<file path="src/rtl/hcid_pkg.sv">
// Shared types and constants for the HCI H4 packet deframer.
package hcid_pkg;

   // Packet kind codes as they appear on the result stream
   localparam logic [2:0] KIND_CMD = 3'd0;
   localparam logic [2:0] KIND_ACL = 3'd1;
   localparam logic [2:0] KIND_SCO = 3'd2;
   localparam logic [2:0] KIND_ISO = 3'd3;
   localparam logic [2:0] KIND_EVT = 3'd4;
   localparam logic [2:0] KIND_THR = 3'd5;

   // H4 type bytes
   localparam logic [7:0] TYPE_CMD = 8'h01;
   localparam logic [7:0] TYPE_ACL = 8'h02;
   localparam logic [7:0] TYPE_SCO = 8'h03;
   localparam logic [7:0] TYPE_EVT = 8'h04;
   localparam logic [7:0] TYPE_ISO = 8'h05;

   // ISO length keeps 14 bits: high byte masked
   localparam logic [7:0] ISO_HIGH_MASK = 8'h3F;

   // Preamble sizes
   localparam logic [1:0] PRE_LEN_EVT   = 2'd2;
   localparam logic [1:0] PRE_LEN_SHORT = 2'd3;

   typedef enum logic [1:0] {
      PH_TYPE = 2'd0,
      PH_PRE  = 2'd1,
      PH_PAY  = 2'd2
   } phase_type;

   // One result word
   typedef struct packed {
      logic       dropped;
      logic       is_first;
      logic       is_last;
      logic [2:0] packet_kind;
      logic [7:0] out_byte;
   } result_type;

endpackage

</file>
<file path="src/rtl/hci_h4_packet_deframer.sv">
// Top level: H4 byte stream in, bytes marked with kind and packet boundaries out.
// Results are registered in the output stage before they show on rsp_*.
// Throughput: one word per cycle while rsp_tready is high; the skid stage behind the result
// register keeps req_tready high while a single result waits.
// Reset: synchronous, active high; clears phase, counters, thread code and valids.
module hci_h4_packet_deframer (
   input  logic       clock,
   input  logic       reset,
   input  logic       csr_wr_en,
   input  logic [7:0] csr_wr_data,    // thread_type_code
   input  logic       req_tvalid,
   output logic       req_tready,
   input  logic [7:0] req_tdata,      // [7:0] rx_byte
   output logic       rsp_tvalid,
   input  logic       rsp_tready,
   output logic [7:0] rsp_tdata,      // [7:0] out_byte
   output logic [4:0] rsp_tuser,      // [2:0] packet_kind, [3] is_first, [4] dropped
   output logic       rsp_tlast       // is_last
);
   import hcid_pkg::*;

   result_type parse_result;
   result_type out_result;
   logic       byte_accept;

   assign byte_accept = req_tvalid && req_tready;

   hcid_parser u_parser (
      .clock       (clock),
      .reset       (reset),
      .csr_wr_en   (csr_wr_en),
      .csr_wr_data (csr_wr_data),
      .byte_accept (byte_accept),
      .rx_byte     (req_tdata),
      .result      (parse_result)
   );

   hcid_out_stage u_out_stage (
      .clock     (clock),
      .reset     (reset),
      .in_valid  (req_tvalid),
      .in_ready  (req_tready),
      .in_data   (parse_result),
      .out_valid (rsp_tvalid),
      .out_ready (rsp_tready),
      .out_data  (out_result)
   );

   // Result word onto the stream fields
   assign rsp_tdata = out_result.out_byte;
   assign rsp_tuser = {out_result.dropped, out_result.is_first, out_result.packet_kind};
   assign rsp_tlast = out_result.is_last;

endmodule

</file>
<file path="src/rtl/hcid_parser.sv">
// Packet boundary tracker: type, preamble and payload phases, one byte per cycle while bytes are accepted.
module hcid_parser (
   input  logic                clock,
   input  logic                reset,
   input  logic                csr_wr_en,
   input  logic [7:0]          csr_wr_data,
   input  logic                byte_accept,
   input  logic [7:0]          rx_byte,
   output hcid_pkg::result_type result
);
   import hcid_pkg::*;

   logic [7:0]  thread_code_ff;
   phase_type   phase_ff, phase_in;
   logic [2:0]  kind_ff, kind_in;
   logic [15:0] count_ff, count_in;
   logic [15:0] pay_len_ff, pay_len_in;
   logic [7:0]  len_low_ff, len_low_in;

   logic        type_known;
   logic [2:0]  type_kind;
   logic        two_byte_len;
   logic [2:0]  pre_size;
   logic [2:0]  pre_idx;
   logic [16:0] pay_idx;
   logic [7:0]  len_high;
   logic [15:0] new_len;

   // Configuration register
   always_ff @(posedge clock) begin
      if (reset) begin
         thread_code_ff <= '0;
      end else if (csr_wr_en) begin
         thread_code_ff <= csr_wr_data;
      end
   end

   // Type byte decode; standard codes win over the thread code
   always_comb begin
      type_known = 1'b1;
      type_kind  = KIND_CMD;
      priority if (rx_byte == TYPE_CMD) begin
         type_kind = KIND_CMD;
      end else if (rx_byte == TYPE_ACL) begin
         type_kind = KIND_ACL;
      end else if (rx_byte == TYPE_SCO) begin
         type_kind = KIND_SCO;
      end else if (rx_byte == TYPE_EVT) begin
         type_kind = KIND_EVT;
      end else if (rx_byte == TYPE_ISO) begin
         type_kind = KIND_ISO;
      end else if (thread_code_ff != 8'd0 && rx_byte == thread_code_ff) begin
         type_kind = KIND_THR;
      end else begin
         type_known = 1'b0;
      end
   end

   // Preamble geometry of the current packet
   always_comb begin
      two_byte_len = (kind_ff == KIND_ACL) || (kind_ff == KIND_ISO) || (kind_ff == KIND_THR);
      if (two_byte_len) begin
         pre_size = 3'd4;
      end else if (kind_ff == KIND_EVT) begin
         pre_size = {1'b0, PRE_LEN_EVT};
      end else begin
         pre_size = {1'b0, PRE_LEN_SHORT};
      end
      pre_idx  = count_ff[2:0] + 3'd1;
      pay_idx  = {1'b0, count_ff} + 17'd1;
      len_high = (kind_ff == KIND_ISO) ? (rx_byte & ISO_HIGH_MASK) : rx_byte;
      new_len  = two_byte_len ? {len_high, len_low_ff} : {8'd0, rx_byte};
   end

   // Next state and result for the byte at the input
   always_comb begin
      phase_in   = phase_ff;
      kind_in    = kind_ff;
      count_in   = count_ff;
      pay_len_in = pay_len_ff;
      len_low_in = len_low_ff;

      result.out_byte    = rx_byte;
      result.packet_kind = kind_ff;
      result.is_first    = 1'b0;
      result.is_last     = 1'b0;
      result.dropped     = 1'b0;

      unique case (phase_ff)
         PH_PRE: begin
            if (pre_idx >= pre_size) begin
               count_in   = '0;
               pay_len_in = new_len;
               if (new_len == 16'd0) begin
                  result.is_last = 1'b1;
                  phase_in       = PH_TYPE;
               end else begin
                  phase_in = PH_PAY;
               end
            end else begin
               if (pre_idx == pre_size - 3'd1) begin
                  len_low_in = rx_byte;
               end
               count_in = {13'd0, pre_idx};
            end
         end
         PH_PAY: begin
            if (pay_idx >= {1'b0, pay_len_ff}) begin
               result.is_last = 1'b1;
               phase_in       = PH_TYPE;
               count_in       = '0;
               pay_len_in     = '0;
            end else begin
               count_in = pay_idx[15:0];
            end
         end
         default: begin
            // type phase (unused code behaves the same)
            if (!type_known) begin
               result.dropped     = 1'b1;
               result.packet_kind = KIND_CMD;
               phase_in           = PH_TYPE;
            end else begin
               result.is_first    = 1'b1;
               result.packet_kind = type_kind;
               kind_in            = type_kind;
               phase_in           = PH_PRE;
               count_in           = '0;
               pay_len_in         = '0;
               len_low_in         = '0;
            end
         end
      endcase
   end

   // State registers advance on each accepted word
   always_ff @(posedge clock) begin
      if (reset) begin
         phase_ff   <= PH_TYPE;
         kind_ff    <= KIND_CMD;
         count_ff   <= '0;
         pay_len_ff <= '0;
         len_low_ff <= '0;
      end else if (byte_accept) begin
         phase_ff   <= phase_in;
         kind_ff    <= kind_in;
         count_ff   <= count_in;
         pay_len_ff <= pay_len_in;
         len_low_ff <= len_low_in;
      end
   end

endmodule

</file>
<file path="src/rtl/hcid_out_stage.sv">
// Result register with a skid stage so input is taken while a result waits.
module hcid_out_stage (
   input  logic                 clock,
   input  logic                 reset,
   input  logic                 in_valid,
   output logic                 in_ready,
   input  hcid_pkg::result_type in_data,
   output logic                 out_valid,
   input  logic                 out_ready,
   output hcid_pkg::result_type out_data
);
   import hcid_pkg::*;

   logic       out_valid_ff, out_valid_in;
   logic       skid_valid_ff, skid_valid_in;
   result_type out_data_ff, out_data_in;
   result_type skid_data_ff, skid_data_in;
   logic       accept;
   logic       take;

   assign in_ready  = !skid_valid_ff;
   assign out_valid = out_valid_ff;
   assign out_data  = out_data_ff;
   assign accept    = in_valid && in_ready;
   assign take      = out_valid_ff && out_ready;

   // Refill the result register from the skid stage first, then the input
   always_comb begin
      out_valid_in  = out_valid_ff;
      out_data_in   = out_data_ff;
      skid_valid_in = skid_valid_ff;
      skid_data_in  = skid_data_ff;
      if (!out_valid_ff || take) begin
         if (skid_valid_ff) begin
            out_valid_in  = 1'b1;
            out_data_in   = skid_data_ff;
            skid_valid_in = 1'b0;
         end else begin
            out_valid_in = accept;
            out_data_in  = in_data;
         end
      end else if (accept) begin
         skid_valid_in = 1'b1;
         skid_data_in  = in_data;
      end
   end

   // Control registers
   always_ff @(posedge clock) begin
      if (reset) begin
         out_valid_ff  <= 1'b0;
         skid_valid_ff <= 1'b0;
      end else begin
         out_valid_ff  <= out_valid_in;
         skid_valid_ff <= skid_valid_in;
      end
   end

   // Payload registers
   always_ff @(posedge clock) begin
      out_data_ff  <= out_data_in;
      skid_data_ff <= skid_data_in;
   end

endmodule
</file>
<file path="config.mk">
export PLATFORM = sky130hd
export DESIGN_NAME = hci_h4_packet_deframer
export DESIGN_NICKNAME = d
export VERILOG_FILES = /design/src/rtl/hcid_pkg.sv /design/src/rtl/hci_h4_packet_deframer.sv /design/src/rtl/hcid_parser.sv /design/src/rtl/hcid_out_stage.sv
export SDC_FILE = /design/constraint.sdc
export NUM_CORES = 1
export LEC_CHECK = 0
export ABC_AREA = 1
export BUFFER_PORTS_ARGS = -buffer_cell sky130_fd_sc_hd__buf_2
export CAP_MARGIN = 20
export CORE_MARGIN = 4
export CORE_UTILIZATION = 40
export CTS_CLUSTER_DIAMETER = 30
export DETAILED_ROUTE_END_ITERATION = 10
export PLACE_DENSITY = 0.59
export SLEW_MARGIN = 20
export SYNTH_ARGS = -nofsm -noshare
export SYNTH_HDL_FRONTEND = slang
export SYNTH_SLANG_ARGS = --single-unit
</file>
<file path="constraint.sdc">
create_clock -name clock -period 3.73 [get_ports clock]
set_input_delay 0.5595 -clock clock [delete_from_list [all_inputs] [get_ports clock]]
set_output_delay 0.5595 -clock clock [all_outputs]
set_load 0.05 [all_outputs]
</file>
Word-level counts from Yosys, hierarchy flattened
Cells that the tools add are included.
{ "totals": {"ff_bits": 83, "input_bits": 21, "out_inout_bits": 16, "word_cells": 106} }
{ "op_classes": {"addsub": 3, "n_lt_le_gt_ge": 2, "n_eq_ne": 17, "mux": 43, "bitwise": 3, "reduce_logical": 20} }
{ "ops": {"columns": ["operator", "n"], "rows": [
  ["$mux W16", 5],
  ["$pmux W16 S2", 2],
  ["$mux W8", 4],
  ["$mux W3", 10],
  ["$add A16 B1 Y17 const B", 1],
  ["$ge A17 B16 Y1", 1],
  ["$eq A8 B2 Y1 const B", 2],
  ["$eq A8 B3 Y1 const B", 2],
  ["$logic_not A16 Y1", 1],
  ["$pmux W8 S2", 1],
  ["$mux W1", 14],
  ["$mux W14", 1],
  ["$eq A8 B1 Y1 const B", 1],
  ["$eq A8 B8 Y1", 1],
  ["$mux W2", 4],
  ["$reduce_bool A8 Y1", 1],
  ["$eq A3 B3 Y1 const B", 2],
  ["$ne A2 B1 Y1 const B", 3],
  ["$reduce_and A3 Y1", 2],
  ["$reduce_and A5 Y1", 1],
  ["$pmux W2 S2", 1],
  ["$reduce_and A2 Y1", 2],
  ["$reduce_and A4 Y1", 1],
  ["$reduce_or A2 Y1", 2],
  ["16 further kinds", 23]
]} }

Depth between registers and ports, before layout
{ "logic_depth": {"depth_word": 11, "mapped_depth": 24, "mapped_depth_nobuf": 23} }

Modules after synthesis
Synthesis repeated with hierarchy kept, for this count alone.
{ "hier_totals": {"hier_cells": 724, "hier_area_um2": 5078.6} }
{ "by_module_without_submodules": {"columns": ["mod", "instances", "cells_each", "area_per_inst_um2", "seq_area_each_um2"], "rows": [
  ["hcid_parser", 1, 636, 3933.8, 1061.0],
  ["hcid_out_stage", 1, 86, 1137.3, 880.8],
  ["hci_h4_packet_deframer", 1, 2, 7.5, 0.0]
]} }

Worst setup path after synthesis
OpenSTA, ideal clock, no wires.
{ "synth_path": {"path_type": "register to register", "from": "register u_parser.count_ff[0]", "to": "register u_parser.pay_len_ff[10]", "setup_ps": 112, "arrival_time_ps": 2654, "required_ps": 3618, "path_slack_ps": 964, "path_stages_with_launch": 25, "path_buffers": 1, "synth_period_minus_slack_ps": 2766, "cell_sequence": "dfxtp_1 -> ha_1 -> nand2_2 -> nor2_4 -> nand2_2 -> inv_1 -> nand3_1 -> nor3_1 -> xnor2_1 -> inv_1 -> ha_1 -> nand2_1 -> inv_1 -> nand2_1 -> nor2_1 -> nand2_1 -> nand3_1 -> nand2_1 -> nand3_2 -> nor2_2 -> nor2_4 -> buf_6 -> nand3_1 -> nand2_1 -> nor2_2"} }
{ "synth_via": {"elab_chain_len": 4, "word_cells_on_any_way": 7, "cone_classes": "add/sub: 2; order compare: 2; eq/ne: 2; reduce/logical: 1"} }
{ "synth_lines": {"columns": ["element", "line_no", "text"], "rows": [
  ["start, declared", "hcid_parser.sv:16", "logic [15:0] count_ff, count_in;"],
  ["start signal, assigned", "hcid_parser.sv:147", "count_ff <= count_in;"],
  ["$add A16 B1 Y17 or $add A3 B1 Y3 (tied branches)", "hcid_parser.sv:70, hcid_parser.sv:69", null],
  ["$ge A17 B16 Y1 or $ge A3 B3 Y1 (tied branches)", "hcid_parser.sv:108, hcid_parser.sv:91", null],
  ["$ne A2 B1 Y1 (no source line)", null, null],
  ["$reduce_and A4 Y1 (no source line) *", null, null],
  ["end signal, assigned", "hcid_parser.sv:148", "pay_len_ff <= pay_len_in;"],
  ["end, declared", "hcid_parser.sv:17", "logic [15:0] pay_len_ff, pay_len_in;"]
]} }
Every way passes the cells marked *; elsewhere a longest branch is shown, timed or not.
A chain may end at the register's enable or synchronous reset.

Final worst setup path
{ "layout_path": {"from": "register u_parser.count_ff[0]", "to": "register u_parser.pay_len_ff[3]"} }
Same word-level chain as after synthesis.

==> impl_metrics.yaml <==
global_routing:
  overflow: 0
  grt_use_total_pct: 17.08
  grt_max_degree: 31
  grt_pass1_wl_um: 19590
  grt_pass1_vias: 4185
  antenna_found_initial: 0
logic_synthesis:
  syn-instance-count: 650
  synth-xor-area-share_pct: 1.962
  synth_flop_cell: "dfxtp_1"
  synth_cell_types: 39
  ys_warn_count: 0
  yosysTopAreaCell: "dfxtp_1"
  ys_seq_elements: 83
  synth_edf_count: 28
  yosys-top-cells-area: "dfxtp_1 22%, edfxtp_1 17%, nand2_1 14%"
  synth_nets: 694
  synth.top_cell.area_share_pct: 22.42
  synthMuxAreaShare_pct: 0
  syn_area_um2: 4911
  ys_seq_area_share_pct: 39.54
  yosys.area_share.adder_pct: 5.860
  synth_compound_area_share_pct: 9.885
  postSynthAreaPerCell_um2: 7.555
  async_flop_share_pct: 0
  synth_top_family_by_area: "simple AND/OR/NAND/NOR gates"
  yosys.area_share.simple_pct: 33.68
drt:
  num_vias: 4214
  drtAntennaViolNets: 0
  drc_errors: 0
  vias_per_cell: 5.071
  drt_first_pass_iters: 5
  drtIter0Drc: 230
  wire_per_inst_um: 13.72
  wirelength_um: 11400
sta:
  setup_viol: 0
  slew_violations: 0
  max_freq_mhz: 313.4
  fin_setup_tns_ns: 0
  min_period_ns: 3.191
  clock_skew_ns: 0.008106
  hold_viol: 0
  rsz0062_at_grt: "false"
  fin_crit_sh_pct: 85.56
  max-slew-margin-rel_pct: 38.03
  tightest_slew_ns: 0.9286
min_path:
  whs_endpoint: "u_parser.len_low_ff[7]"
  hp-start: "u_parser.len_low_ff[7]"
  hold_class: "flip-flop to flip-flop"
  whs_path_depth: 2
clock_tree:
  numCtsBuffers: 9
  clkSinkCount: 83
  cts_setup_buffers: 0
  htree_levels: 3
  hold_buffers: 0
  cts_root_buffer: "clkbuf_16"
  cts_tree: "done"
  cts_resized: 0
  cts_max_path_buffers: 2
  path_clk_slew_ns: 0.06
  clk_latency_ns: 0.35
placed_design:
  gp_congestion: 0.8242
  hpwl_um: 8520
  io_buffers: 36
floorplanning:
  die-area_um2: 14110
  core-area_um2: 12010
  rows: 40
  pin_count: 37
  start_util_pct: 40.89
  die_h_um: 118.8
  die-width_um: 118.8
setup_path:
  critPathMaxFanout: 17
  rr_endpoint: "u_parser.pay_len_ff[3]"
  crit_arrival_ns: 3.43
  worstPathCellList: "ha_1 -> nand2_2 -> nor2_4 -> nand2_2 -> inv_1 -> nand3_1 -> nor3_1 -> xnor2_1 -> inv_1 -> ha_1 -> nand2_1 -> inv_1 -> nand2_1 -> nor2_1 -> nand2_1 -> nand3_1 -> nand2_1 -> nand3_2 -> nor2_2 -> nor2_4 -> nand3_1 -> nand2_1 -> nor2_1"
  criticalPathCategory: "flip-flop to flip-flop"
  crit_family: "simple AND/OR/NAND/NOR gates"
  end_kind: "flip-flop"
  reg2reg_from: "u_parser.count_ff[0]"
  reg2reg_depth: 23
  max_stage_delay_ns: 0.42
  critPathLaunchType: "flip-flop"
  critPathBufInv: 3
  cp.required_ns: 3.97
  crit_top_cell: "nand2_1"
  cp_slowest_cell: "dfxtp_1"
  regToRegSetupSlack_ns: 0.54
cells_and_area:
  multi_input_area_um2: 2524
  antenna_cells: 0
  syn2layout_area_growth_pct: 10.47
  final_nets: 723
  fillers: 1211
  layout-drive-gt1-share_pct: 20.03
  seqCellArea_um2: 1942
power:
  peakVddDrop_mv: 0.1973
  cellPowerDensity_nw_per_um2: 400.0
  p_leak_nw: 2.273
  power_mw: 2.170
status:
  status: "finished, final reports clean"
job:
  maxCapViolations: 0
[how the worst max path moves through the flow]
stage	startpoint	cells after the start	end
after floorplan	u_parser.count_ff[0]	24	u_parser.pay_len_ff[10]
after global placement	u_parser.count_ff[0]	23	u_parser.pay_len_ff[9]
after detailed placement	u_parser.count_ff[0]	23	u_parser.pay_len_ff[14]
after CTS	u_parser.count_ff[0]	23	u_parser.pay_len_ff[14]
after global routing	u_parser.count_ff[0]	23	u_parser.pay_len_ff[3]
final	u_parser.count_ff[0]	23	u_parser.pay_len_ff[3]
[cells in the final DEF (no fill, tap or decap), types with 2 or more instances in the layout]
cell type / n
nand2_2: 4
nor2_4: 3
buf_2: 36
nand2_1: 179
nor2_2: 30
xnor2_1: 5
xor2_1: 6
a21oi_1: 34
inv_1: 67
clkbuf_16: 9
nand3b_1: 2
nand4_1: 2
and2_1: 2
a21oi_2: 10
nand3_1: 40
ha_1: 23
inv_2: 12
edfxtp_1: 28
buf_4: 3
or2_2: 4
o21ai_0: 32
nand4_4: 2
o21ai_1: 6
clkinvlp_4: 2
nor3_1: 7
dfxtp_1: 55
nor2_1: 53
nand3_2: 13
[flip-flops by register name, summed over array words and instances (netlist names)]
signal and cells:
u_out_stage.skid_valid_ff 1, u_out_stage.skid_data_ff 14, u_out_stage.out_data 14, u_out_stage.out_valid 1
u_parser.thread_code_ff 8, u_parser.kind_ff 3, u_parser.pay_len_ff 16, u_parser.len_low_ff 8
u_parser.count_ff 16, u_parser.phase_ff 2
[Yosys cell counts, types with 2 or more instances]
library cell  count
inv_1            67
and2_1            2
nand3_1          40
nor2_1           53
nand2_1         179
nor2_4            3
xnor2_1           5
o21ai_0          32
dfxtp_1          55
nand4_4           2
nand4_1           2
inv_2            12
nand2_2           4
nor3_1            7
edfxtp_1         28
or2_2             4
a21oi_2          10
xor2_1            6
a21oi_1          34
buf_2             2
nor2_2           30
buf_6             5
nand3_2          13
ha_1             23
o21ai_1           6
clkbuf_1         11
nand3b_1          2
buf_4             2
[cell families after synthesis]
group                      Yosys count
and+or+nand+nor                    345
buffers and inverters              101
AOI/OAI and AO/OA                   87
DFF                                 83
adders and majority gates           23
xor gates and xnor gates            11
[where the power goes]
group	switching (mW)	total [mW]	internal (mW)
Clock	0.372	0.823	0.451
Combinational	0.249	0.352	0.103
Sequential	0.0202	0.995	0.975
[per-stage QoR]
| step | instances | util (%) | area (um2) | worst slack [ns] | hold slack, ns |
|---|---|---|---|---|---|
| after floorplan | 650 | - | 4911 | 0.9637 | 0.4378 |
| after global placement | 815 | 42.92 | 5155 | 0.6326 | 0.4447 |
| after detailed placement | 815 | 42.92 | 5155 | 0.5760 | 0.4530 |
| after CTS | 831 | 45.17 | 5425 | 0.5431 | 0.4630 |
| after global routing | 831 | 45.17 | 5425 | 0.1307 | 0.4826 |
| final | 831 | 45.17 | 5425 | 0.5387 | 0.4637 |
[per-layer routing]
metal	up-vias	wire (um)	GRT usage (%)
met1	1973	5389	22.14
met3	22	485	4.067
met2	74	5268	27.74
li1	2145	-	-
met5	-	0	0
met4	0	257	6.155
[final cells by class]
class / instances / area share, %
Tap cell: 147 / 3.390
Inverter: 80 / 5.581
Clock buffer: 10 / 4.220
Sequential cell: 83 / 35.79
Timing Repair Buffer: 39 / 3.736
Clock inverter: 6 / 0.7611
Multi-Input combinational cell: 466 / 46.52
[worst min-delay path: cells and delay by family (launching register included)]
| family | cells | cell delay [ns] |
|---|---|---|
| AO/OA/AOI/OAI | 1 | 0.05 |
| flip-flops | 1 | 0.30 |
| AND/OR/NAND/NOR | 1 | 0.06 |
Power figures use the tool's default switching activity.
